File: config.mk
export PLATFORM = sky130hd
export DESIGN_NAME = script_opcode_stream_scanner
export DESIGN_NICKNAME = d
export VERILOG_FILES = /design/src/design/ssc_pkg.sv /design/src/design/ssc_step.sv /design/src/design/ssc_out_reg.sv /design/src/design/script_opcode_stream_scanner.sv
export SDC_FILE = /design/constraint.sdc
export NUM_CORES = 1
export LEC_CHECK = 0
export BUFFER_PORTS_ARGS = -buffer_cell sky130_fd_sc_hd__buf_2
export CAP_MARGIN = 20
export CORE_ASPECT_RATIO = 0.5
export CORE_MARGIN = 10
export CORE_UTILIZATION = 54
export CTS_CLUSTER_SIZE = 10
export DETAILED_ROUTE_END_ITERATION = 6
export PLACE_DENSITY = 0.77
export REMOVE_ABC_BUFFERS = 1
export SYNTH_ARGS = -nofsm -noshare
export SYNTH_HDL_FRONTEND = slang
export SYNTH_HIERARCHICAL = 1
export SYNTH_SLANG_ARGS = --single-unit
export TNS_END_PERCENT = 5
File: constraint.sdc
create_clock -name clk -period 4.27 [get_ports clk]
set_input_delay 0.427 -clock clk [delete_from_list [all_inputs] [get_ports clk]]
set_output_delay 0.427 -clock clk [all_outputs]
set_load 0.01 [all_outputs]
File: src/design/ssc_pkg.sv
// Shared types, opcode constants and a helper function for the script opcode
// stream scanner. No dependencies; every other file of the block imports it.
`default_nettype none

package ssc_pkg;

  // Width of the saturating signature-operation counter.
  localparam int COUNT_BITS = 16;
  localparam int SIGOP_OUT_W = 16;

  // Opcode values of the standard script encoding that the decoder tests.
  localparam logic [7:0] OP_0               = 8'h00;
  localparam logic [7:0] OP_PUSH_LEN1       = 8'h4c;
  localparam logic [7:0] OP_PUSH_LEN2       = 8'h4d;
  localparam logic [7:0] OP_PUSH_LEN4       = 8'h4e;
  localparam logic [7:0] OP_1               = 8'h51;
  localparam logic [7:0] OP_16              = 8'h60;
  localparam logic [7:0] OP_N_BIAS          = 8'h50;
  localparam logic [7:0] OP_SIG_CHECK       = 8'hac;
  localparam logic [7:0] OP_SIG_CHECK_VFY   = 8'had;
  localparam logic [7:0] OP_MULTI_CHECK     = 8'hae;
  localparam logic [7:0] OP_CHECKMSIGVERIFY = 8'haf;
  localparam logic [7:0] OP_LAST_DEFINED    = 8'hb9;
  localparam logic [7:0] OP_INVALID         = 8'hff;

  // Configuration register indexes.
  localparam logic REG_ACCURATE_COUNT = 1'b0;
  localparam logic REG_MULTISIG_WORST = 1'b1;

  // Reset values of the configuration registers.
  localparam logic       ACCURATE_RESET = 1'b1;
  localparam logic [7:0] WORST_RESET    = 8'd20;

  // Bit positions of selected fields inside the result tdata word.
  localparam int TD_PARSE_ERROR   = 49;
  localparam int TD_ONLY_PUSHES   = 66;
  localparam int TD_ALL_OPS_VALID = 67;
  localparam int TDATA_W          = 72;

  typedef enum logic [1:0] {
    KIND_TOKEN = 2'd0,
    KIND_DATA  = 2'd1,
    KIND_END   = 2'd2
  } kind_t;

  typedef struct packed {
    kind_t                  item_kind;
    logic [7:0]             op_code;
    logic [31:0]            push_length;
    logic [7:0]             payload_byte;
    logic                   payload_last;
    logic                   script_end;
    logic                   parse_error;
    logic [SIGOP_OUT_W-1:0] sigop_total;
    logic                   only_pushes;
    logic                   all_ops_valid;
  } result_t;

  typedef struct packed {
    logic       accurate_count;
    logic [7:0] multisig_worst_case;
  } cfg_t;

  // Number of little-endian length bytes that follow a PUSHDATA opcode.
  function automatic logic [2:0] length_width(input logic [7:0] op);
    logic [2:0] w;
    if (op == OP_PUSH_LEN1) begin
      w = 3'd1;
    end else if (op == OP_PUSH_LEN2) begin
      w = 3'd2;
    end else begin
      w = 3'd4;
    end
    return w;
  endfunction

endpackage

`default_nettype wire

File: src/design/ssc_step.sv
// Per-byte decoder of the script scanner: parse state registers plus the
// single-pass next-state and result logic. Depends on ssc_pkg.
`default_nettype none

module ssc_step
  import ssc_pkg::*;
(
  input  wire logic       clk,
  input  wire logic       rst,
  input  wire logic       accept,
  input  wire logic [7:0] script_byte,
  input  wire logic       last_byte,
  input  wire cfg_t       cfg,
  output logic            res_valid,
  output result_t         res
);

  typedef enum logic [1:0] {
    PH_OP   = 2'd0,
    PH_LEN  = 2'd1,
    PH_DATA = 2'd2
  } phase_t;

  phase_t                phase, phase_next;
  logic [7:0]            pending_opcode, pending_opcode_next;
  logic [31:0]           length_accum, length_accum_next;
  logic [2:0]            length_left, length_left_next;
  logic [31:0]           payload_left, payload_left_next;
  logic [7:0]            previous_opcode, previous_opcode_next;
  logic [COUNT_BITS-1:0] sigop_counter, sigop_counter_next;
  logic                  push_only_flag, push_only_flag_next;
  logic                  valid_flag, valid_flag_next;
  logic                  error_flag, error_flag_next;

  logic [2:0]          len_total;
  logic [2:0]          len_idx;
  logic [2:0]          len_left_dec;
  logic [31:0]         accum_or;
  logic [31:0]         payload_dec;
  logic                payload_is_last;
  logic [7:0]          sig_add;
  logic [COUNT_BITS:0] sig_sum;
  logic                err_set;
  logic                push_clr;
  logic                valid_clr;

  always_comb begin
    len_total = length_width(pending_opcode);
    if (length_left != 3'd0 && length_left <= len_total) begin
      len_idx = len_total - length_left;
    end else begin
      len_idx = 3'd0;
    end
    len_left_dec    = (length_left != 3'd0) ? length_left - 3'd1 : 3'd0;
    accum_or        = length_accum | ({24'd0, script_byte} << {len_idx[1:0], 3'b000});
    payload_dec     = (payload_left != 32'd0) ? payload_left - 32'd1 : 32'd0;
    payload_is_last = (payload_left <= 32'd1);
  end

  always_comb begin
    phase_next           = phase;
    pending_opcode_next  = pending_opcode;
    length_accum_next    = length_accum;
    length_left_next     = length_left;
    payload_left_next    = payload_left;
    previous_opcode_next = previous_opcode;
    res_valid            = 1'b0;
    res.item_kind        = KIND_TOKEN;
    res.op_code          = 8'd0;
    res.push_length      = 32'd0;
    res.payload_byte     = 8'd0;
    res.payload_last     = 1'b0;
    sig_add              = 8'd0;
    err_set              = 1'b0;
    push_clr             = 1'b0;
    valid_clr            = 1'b0;

    case (phase)
      PH_LEN: begin
        length_accum_next = accum_or;
        length_left_next  = len_left_dec;
        if (len_left_dec == 3'd0) begin
          previous_opcode_next = pending_opcode;
          res_valid            = 1'b1;
          if (accum_or == 32'd0) begin
            phase_next  = PH_OP;
            res.op_code = pending_opcode;
          end else if (last_byte) begin
            err_set       = 1'b1;
            res.item_kind = KIND_END;
          end else begin
            phase_next        = PH_DATA;
            payload_left_next = accum_or;
            res.op_code       = pending_opcode;
            res.push_length   = accum_or;
          end
        end else if (last_byte) begin
          err_set       = 1'b1;
          res_valid     = 1'b1;
          res.item_kind = KIND_END;
        end
      end
      PH_DATA: begin
        payload_left_next = payload_dec;
        if (payload_dec == 32'd0) begin
          phase_next = PH_OP;
        end else if (last_byte) begin
          err_set = 1'b1;
        end
        res_valid        = 1'b1;
        res.item_kind    = KIND_DATA;
        res.payload_byte = script_byte;
        res.payload_last = payload_is_last;
      end
      default: begin
        if (script_byte < OP_PUSH_LEN1) begin
          previous_opcode_next = script_byte;
          res_valid            = 1'b1;
          if (script_byte == OP_0) begin
            res.op_code = OP_0;
          end else if (last_byte) begin
            err_set       = 1'b1;
            res.item_kind = KIND_END;
          end else begin
            phase_next        = PH_DATA;
            payload_left_next = {24'd0, script_byte};
            res.op_code       = script_byte;
            res.push_length   = {24'd0, script_byte};
          end
        end else if (script_byte <= OP_PUSH_LEN4) begin
          pending_opcode_next = script_byte;
          length_accum_next   = 32'd0;
          length_left_next    = length_width(script_byte);
          phase_next          = PH_LEN;
          if (last_byte) begin
            err_set       = 1'b1;
            res_valid     = 1'b1;
            res.item_kind = KIND_END;
          end
        end else begin
          if (script_byte inside {OP_SIG_CHECK, OP_SIG_CHECK_VFY}) begin
            sig_add = 8'd1;
          end else if (script_byte inside {OP_MULTI_CHECK, OP_CHECKMSIGVERIFY}) begin
            if (cfg.accurate_count && (previous_opcode inside {[OP_1:OP_16]})) begin
              sig_add = previous_opcode - OP_N_BIAS;
            end else begin
              sig_add = cfg.multisig_worst_case;
            end
          end
          push_clr             = (script_byte > OP_16);
          valid_clr            = (script_byte > OP_LAST_DEFINED) && (script_byte != OP_INVALID);
          previous_opcode_next = script_byte;
          res_valid            = 1'b1;
          res.op_code          = script_byte;
        end
      end
    endcase

    // The addend stays below 256, so a carry out means the counter saturates.
    sig_sum = {1'b0, sigop_counter} + (COUNT_BITS + 1)'(sig_add);
    if (sig_sum[COUNT_BITS]) begin
      sigop_counter_next = '1;
    end else begin
      sigop_counter_next = sig_sum[COUNT_BITS-1:0];
    end
    error_flag_next     = error_flag | err_set;
    push_only_flag_next = push_only_flag & ~push_clr;
    valid_flag_next     = valid_flag & ~valid_clr;

    res.script_end    = last_byte;
    res.parse_error   = error_flag_next;
    res.sigop_total   = SIGOP_OUT_W'(sigop_counter_next);
    res.only_pushes   = push_only_flag_next & ~error_flag_next;
    res.all_ops_valid = valid_flag_next & ~error_flag_next;
  end

  // The final byte of a script returns the parser to its reset state.
  always_ff @(posedge clk) begin
    if (rst || (accept && last_byte)) begin
      phase           <= PH_OP;
      pending_opcode  <= 8'd0;
      length_accum    <= 32'd0;
      length_left     <= 3'd0;
      payload_left    <= 32'd0;
      previous_opcode <= OP_INVALID;
      sigop_counter   <= '0;
      push_only_flag  <= 1'b1;
      valid_flag      <= 1'b1;
      error_flag      <= 1'b0;
    end else if (accept) begin
      phase           <= phase_next;
      pending_opcode  <= pending_opcode_next;
      length_accum    <= length_accum_next;
      length_left     <= length_left_next;
      payload_left    <= payload_left_next;
      previous_opcode <= previous_opcode_next;
      sigop_counter   <= sigop_counter_next;
      push_only_flag  <= push_only_flag_next;
      valid_flag      <= valid_flag_next;
      error_flag      <= error_flag_next;
    end
  end

endmodule

`default_nettype wire

File: src/design/ssc_out_reg.sv
// Result register of the script scanner: holds one result word and drives
// the input-side ready so a new byte enters whenever the slot frees up.
// Depends on ssc_pkg.
`default_nettype none

module ssc_out_reg
  import ssc_pkg::*;
(
  input  wire logic    clk,
  input  wire logic    rst,
  input  wire logic    load,
  input  wire result_t load_data,
  output logic         slot_free,
  output logic         out_valid,
  input  wire logic    out_ready,
  output result_t      out_data
);

  assign slot_free = !out_valid || out_ready;

  always_ff @(posedge clk) begin
    if (rst) begin
      out_valid <= 1'b0;
    end else if (load) begin
      out_valid <= 1'b1;
    end else if (out_ready) begin
      out_valid <= 1'b0;
    end
  end

  always_ff @(posedge clk) begin
    if (load) begin
      out_data <= load_data;
    end
  end

endmodule

`default_nettype wire

File: src/design/script_opcode_stream_scanner.sv
// Top level of the script opcode stream scanner: configuration registers,
// the per-byte decoder and the result register. Depends on ssc_pkg,
// ssc_step and ssc_out_reg.
//
// Usage. A script enters on the slave stream one byte per word: s_tdata is
// the script byte and s_tlast marks the final byte of the script. Each
// accepted byte gives zero or one result word on the master stream. Opcodes
// give a token (m_tuser = 0) once their push length is known, every pushed
// byte gives a payload word (m_tuser = 1), and a script cut short before a
// push's data begins gives an end-only word (m_tuser = 2) with the parse
// error set. A PUSHDATA1/2/4 opcode and all but its last length byte give no
// word unless they end the script; the last length byte gives the token.
// m_tlast marks the word that carries the end-of-script summary; after the
// final byte the parser state is cleared for the next script.
//
// A result shows on the master side in the cycle after its byte is accepted.
// Throughput is one byte per cycle, set by the single result register; a
// byte is taken whenever that register is empty or being read in the same
// cycle. When the receiver stalls, the held word stays put and s_tready
// drops until it is taken.
// Reset clears the parser and the result register and loads the register
// defaults (accurate multisig count on, worst case 20). Configuration is
// written through cfg_we/cfg_addr/cfg_wdata while no script is in flight.
`default_nettype none

module script_opcode_stream_scanner
  import ssc_pkg::*;
(
  input  wire logic               clk,
  input  wire logic               rst,
  // Script bytes in.
  input  wire logic               s_tvalid,
  output logic                    s_tready,
  input  wire logic [7:0]         s_tdata,   // [7:0] script_byte
  input  wire logic               s_tlast,   // last_byte
  // Result words out.
  output logic                    m_tvalid,
  input  wire logic               m_tready,
  // [7:0] op_code, [39:8] push_length, [47:40] payload_byte,
  // [48] payload_last, [49] parse_error, [65:50] sigop_total,
  // [66] only_pushes, [67] all_ops_valid, [71:68] zero
  output logic [TDATA_W-1:0]      m_tdata,
  output logic [1:0]              m_tuser,   // [1:0] item_kind
  output logic                    m_tlast,   // script_end
  // Configuration writes.
  input  wire logic               cfg_we,
  input  wire logic               cfg_addr,
  input  wire logic [7:0]         cfg_wdata
);

  cfg_t    cfg;
  logic    accept;
  logic    res_valid;
  result_t res;
  result_t out_res;

  // Configuration registers; the write side has no handshake.
  always_ff @(posedge clk) begin
    if (rst) begin
      cfg.accurate_count      <= ACCURATE_RESET;
      cfg.multisig_worst_case <= WORST_RESET;
    end else if (cfg_we) begin
      case (cfg_addr)
        REG_ACCURATE_COUNT: cfg.accurate_count      <= cfg_wdata[0];
        REG_MULTISIG_WORST: cfg.multisig_worst_case <= cfg_wdata;
        default: ;
      endcase
    end
  end

  assign accept = s_tvalid && s_tready;

  ssc_step u_step (
    .clk         (clk),
    .rst         (rst),
    .accept      (accept),
    .script_byte (s_tdata),
    .last_byte   (s_tlast),
    .cfg         (cfg),
    .res_valid   (res_valid),
    .res         (res)
  );

  ssc_out_reg u_out (
    .clk       (clk),
    .rst       (rst),
    .load      (accept && res_valid),
    .load_data (res),
    .slot_free (s_tready),
    .out_valid (m_tvalid),
    .out_ready (m_tready),
    .out_data  (out_res)
  );

  assign m_tdata = {4'd0,
                    out_res.all_ops_valid,
                    out_res.only_pushes,
                    out_res.sigop_total,
                    out_res.parse_error,
                    out_res.payload_last,
                    out_res.payload_byte,
                    out_res.push_length,
                    out_res.op_code};
  assign m_tuser = out_res.item_kind;
  assign m_tlast = out_res.script_end;

endmodule

`default_nettype wire

======== Word level (Yosys, flattened, before mapping) ========
Index checks and enable logic that the tools add are counted.
storage, ports and cells
  output and inout port bits .............. 77
  register bits ........................... 185
  input port bits ......................... 23
  word-level logic and storage cells ...... 176
cells by class
  shifts and indexed selects .............. 1
  eq/ne operators ......................... 20
  bitwise logic cells ..................... 13
  reductions and logical operators ........ 30
  add/subtract/negate cells ............... 5
  mux-type cells .......................... 76
  magnitude comparators ................... 8
operators with widths
  cell                     count
  $mux W32                 12
  $pmux W32 S2             2
  $mux W40                 3
  $mux W8                  12
  $pmux W40 S2             1
  $logic_not A32 Y1        2
  $eq A8 B7 Y1 const B     4
  $eq A8 B8 Y1 const B     4
  $le A32 B1 Y1 const B    1
  $or A32 B32 Y32          1
  $reduce_bool A32 Y1      1
  $shl A8 B5 Y32           1
  $sub A32 B1 Y32 const B  1
  $mux W2                  13
  $mux W3                  7
  $mux W1                  18
  $add A16 B8 Y17          1
  $le A8 B7 Y1 const B     2
  $mux W16                 1
  $pmux W8 S2              1
  $reduce_and A4 Y1        3
  $mux W10                 1
  $ge A8 B7 Y1 const B     1
  $gt A8 B7 Y1 const B     1
  32 further kinds         59

======== Logic depth before layout (Yosys ltp) ========
  depth in word-level cells ............... 15
  mapped depth ............................ 19
  gate-level depth less buffers ........... 17

======== Hierarchy ========
Netlist, hierarchy kept.
by module, submodules not included
  module                        cells each  area each (um^2)  sequential area each (um^2)  instances
  ssc_step                      993         7231.9            2082.0                       1
  ssc_out_reg                   75          2178.3            2152.1                       1
  script_opcode_stream_scanner  46          442.9             180.2                        1

======== Least setup slack after synthesis ========
No wires, ideal clock.
  path kind ............................... input to register
  start ................................... input s_tdata[4]
  end ..................................... register u_out/out_data[15] in the netlist's numbering (data pin)
  setup slack ............................. 0.073 ns
  stages .................................. 18
  required time ........................... 4.010 ns
  arrival ................................. 3.937 ns
  path buffers ............................ 2
  setup time .............................. 0.260 ns
  cells stage by stage .................... clkbuf_1 -> or2_2 -> clkbuf_1 -> nor3_1 -> mux2_2 -> nand2_1 -> nor4_1 -> nand2_1 -> nor2_1 -> ha_1 -> a21o_1 -> a21oi_1 -> o21bai_1 -> a2111o_1 -> a31oi_1 -> nand2b_1 -> nor2_1 -> mux2_2
RTL lines
  item                    RTL line                            text
  start: declaration      script_opcode_stream_scanner.sv:34  input wire logic [7:0] s_tdata,
  end signal: assignment  ssc_out_reg.sv:33                   out_data <= load_data;
  end: declaration        ssc_out_reg.sv:16                   output result_t out_data

======== Worst setup path in the final report ========
  start ................................... input s_tdata[4]
  end ..................................... register u_step.sigop_counter[11]
on the way
  cells in the longest elaborated chain, start to end .. 9
  elaborated cells between the ends (all ways) .. 15
  those cells by class .................... 1 x add/sub; 2 x order compare; 4 x eq/ne; 6 x mux; 2 x reduce/logical
ends and longest elaborated chain
  item                    RTL line         text
  $eq A8 B8 Y1            ssc_step.sv:143  end else if (script_byte inside {OP_MULTI_CHECK, OP_CHECKMSIGVERIFY}) begin
  $reduce_bool A2 Y1      ssc_step.sv:143
  $mux W8                 ssc_step.sv:143
  $mux W8                 ssc_step.sv:141  if (script_byte inside {OP_SIG_CHECK, OP_SIG_CHECK_VFY}) begin
  $mux W8                 ssc_step.sv:130  end else if (script_byte <= OP_PUSH_LEN4) begin
  $mux W8 (*)             ssc_step.sv:116  if (script_byte < OP_PUSH_LEN1) begin
  $mux W8 (*)             ssc_step.sv:78   case (phase)
  $add A16 B8 Y17 (*)     ssc_step.sv:160  sig_sum = {1'b0, sigop_counter} + (COUNT_BITS + 1)'(sig_add);
  $mux W16 (*)            ssc_step.sv:161  if (sig_sum[COUNT_BITS]) begin
  end signal: assignment  ssc_step.sv:197  sigop_counter <= sigop_counter_next;
  end: declaration        ssc_step.sv:30   logic [COUNT_BITS-1:0] sigop_counter, sigop_counter_next;
Every way passes the cells marked *; elsewhere a longest branch is shown, timed or not.
A chain may end at the register's enable or synchronous reset.

==> results.yml <==
yosys:
  synthCells: 1114
  yosysUniqueCellTypes: 77
  syn_avg_cell_area_um2: 8.84
  yosysSeqAreaShare_pct: 44.8
  synth_async_sr_flop_share_pct: 0
  yosysTopAreaCell: "dfxtp_1"
  synth_ff_type: "dfxtp_1"
  ys.warnings.count: 6
  yosys.area_share.simple_pct: 20.6
  synth_top_family_by_area: "compound AO/OA/AOI/OAI gates"
  synth_xor_area_share_pct: 1.42
  yosys_register_bits: 185
  synthTopCellsByCount: "nor2_1 (159), dfxtp_1 (114), a21oi_1 (84)"
  synth_most_common_cell: "nor2_1"
  synth_top_area_share_pct: 23.2
  netlist_area_um2: 9850
  synthAdderAreaFrac_pct: 2.74
  synthTopCellsByArea: "dfxtp_1 (23%), edfxtp_1 (22%), nor2_1 (6.1%)"
  synth-edff-count: 71
  synthMuxAreaShare_pct: 2.51
  synth_compound_area_share_pct: 22.9
timing:
  finalWorstSetupSlack_ns: 0.296
  setup_violations: 0
  rsz0062_at_grt: "no"
  fmax_mhz: 252
  period_needed_ns: 3.97
  drv_slew: 0
  timing.hold.ws_ns: 0.252
  fin_skew_ns: 0.0118
  final_hold_viol_count: 0
  tightestPinTransition_ns: 1.09
  period_share_pct: 93.1
  slew_headroom_pct: 27.4
  tns_ns: 0
routing:
  drtAntennaViolNets: 0
  dr.pass1.iters: 5
  wl_um: 29800
  drcViolationCount: 0
  via_per_inst: 6.50
  drt_iter0_markers: 1128
  vias: 9331
  routedWlPerCell_um: 20.8
worst_setup_path:
  reg2reg_slack_ns: 0.30
  rr_worst_depth: 16
  r2r-start: "u_step/previous_opcode[0]"
  required_ns: 4.59
  arrival_ns: 4.30
  endpoint_kind: "flip-flop"
  r2r_end: "u_step/sigop_counter[11]"
  crit_fanout: 10
  crit_path_start_kind: "input pin"
  path_class: "input pin to flip-flop"
global_route:
  globalRouteTotalUtil_pct: 23.6
  antenna_found_initial: 0
  grt_pass1_vias: 8644
  grt_overflow_total: 0
  grt_max_degree: 73
  grt_pass1_wl_um: 46400
layout:
  drive_gt1_share_pct: 17.3
  diodes: 0
  finalNonFillerCells: 1435
  utilization_pct: 63.4
  finalInstanceArea_um2: 11200
  nets: 1232
  area_delta_synth_final_pct: 13.5
cts:
  cts_sinks: 185
  h-tree-depth: 4
  clk_root_buffer_cell: "clkbuf_16"
  max-clock-path-buffers: 2
  clk_pin_slew_worst_paths_ns: 0.07
  hold_buffers: 0
  cts_tree: "done"
  cts_resized: 0
  cts_buffers: 17
  cts_setup_buffers: 0
  clk_latency_ns: 0.44
pwr:
  vdd_drop_max_mv: 0.303
  power_switching_mw: 1.13
  pwr-share-comb_pct: 12.6
  power_leakage_nw: 4.29
  p_clk_share_pct: 38.7
  p_seq_share_pct: 48.7
  p_int_mw: 2.85
  switching_share_pct: 28.3
  total_power_mw: 3.97
  pwr_density_cell_nw_per_um2: 355
hold_path:
  hold_depth: 3
  worstHoldPathType: "input pin to flip-flop"
  min_from: "cfg_wdata[7]"
  holdPathEnd: "cfg[7]"
outcome:
  status: "completed"
placed_design:
  postPlaceCellArea_um2: 10600
  place_inst: 1403
  portBuffers: 95
  hpwl_um: 20700
  place.gp.congestion: 0.955
  pre_cts_slack_ns: -0.0693
job:
  max_cap_viol_count: 0
die:
  start_util_pct: 55.8
  rows: 34
  fp.dieH_um: 116
  coreArea_um2: 17700
  num_io_pins: 100
  fp.dieArea_um2: 24400
  fp.dieW_um: 211
## power by group through the flow
stage | clock network, mW | logic, mW | registers, mW
6_report | 1.54 | 0.502 | 1.94
2_1_floorplan | 0 | 0.253 | 2.00
5_1_grt | 1.61 | 0.539 | 1.94
3_3_place_gp | 0 | 0.477 | 1.97
3_5_place_dp | 0 | 0.489 | 1.98
4_1_cts | 1.55 | 0.493 | 1.94
## layout by cell type (no fill, tap or decap), types with 31 or more instances in the layout
cell type	n
edfxtp_1	71
nand2_1	73
dfxtp_1	114
nor3_1	35
a21oi_1	82
inv_1	31
buf_4	43
nor2_1	159
o21ai_0	48
buf_2	95
a22oi_1	34
## worst max-delay path, cell delays in order
cell     delay [ns]
buf_2          0.10
or2_2          0.34
nor3_1         0.20
mux2_2         0.21
nand2_1        0.09
nor4_1         0.37
nand2_1        0.18
nor2_1         0.18
buf_4          0.13
fa_1           0.21
a21o_1         0.13
a21oi_1        0.09
nor2b_1        0.16
o21ai_0        0.13
a211o_1        0.31
nor2_1         0.55
nor2_1         0.14
o41ai_1        0.36
## kinds of logic after synthesis
logic type	count (synthesis)
AO/OA/AOI/OAI	330
XOR/XNOR	16
adder cells (fa/ha/maj)	21
buffers and inverters	119
flip-flops	185
multiplexers	24
other	1
AND/OR/NAND/NOR	418
## state kept, by name, indices dropped and copies added, names as in the netlist
register and cells:
u_out/out_valid 1, u_step/valid_flag 1, u_step/phase 2, u_step/length_accum 32, cfg 9, u_out/out_data 71
u_step/error_flag 1, u_step/pending_opcode 8, u_step/payload_left 32, u_step/previous_opcode 8, u_step/push_only_flag 1, u_step/sigop_counter 16
u_step/length_left 3
## routing by layer
layer  share of wire [%]  track usage, %  vias up
met3                  11            5.90       65
met4                 2.3            7.48        0
met2                  45            37.8      558
met1                  42            31.0     4421
li1                    -               -     4287
met5                   0               0        -
## area by class of cell
class | instances | area [µm²]
Multi-Input combinational cell | 813 | 4970
Fill cell | 1494 | 6470
Timing Repair Buffer | 140 | 833
Tap cell | 234 | 293
Sequential cell | 185 | 4410
Clock buffer | 17 | 425
Clock inverter | 15 | 131
Inverter | 31 | 116
## worst max path at each step
stage | slack (ns) | from | end
floorplan | -0.14 | u_step/payload_left[22] | u_step/payload_left[7]
global placement | 0.10 | s_tdata[4] | u_step/sigop_counter[11]
detailed placement | -0.07 | s_tdata[4] | u_step/sigop_counter[11]
CTS | 0.36 | u_step/previous_opcode[0] | u_step/sigop_counter[11]
global route | 0.02 | u_step/previous_opcode[1] | u_step/sigop_counter[5]
finish | 0.30 | s_tdata[4] | u_step/sigop_counter[11]
Power figures use the tool's default switching activity.
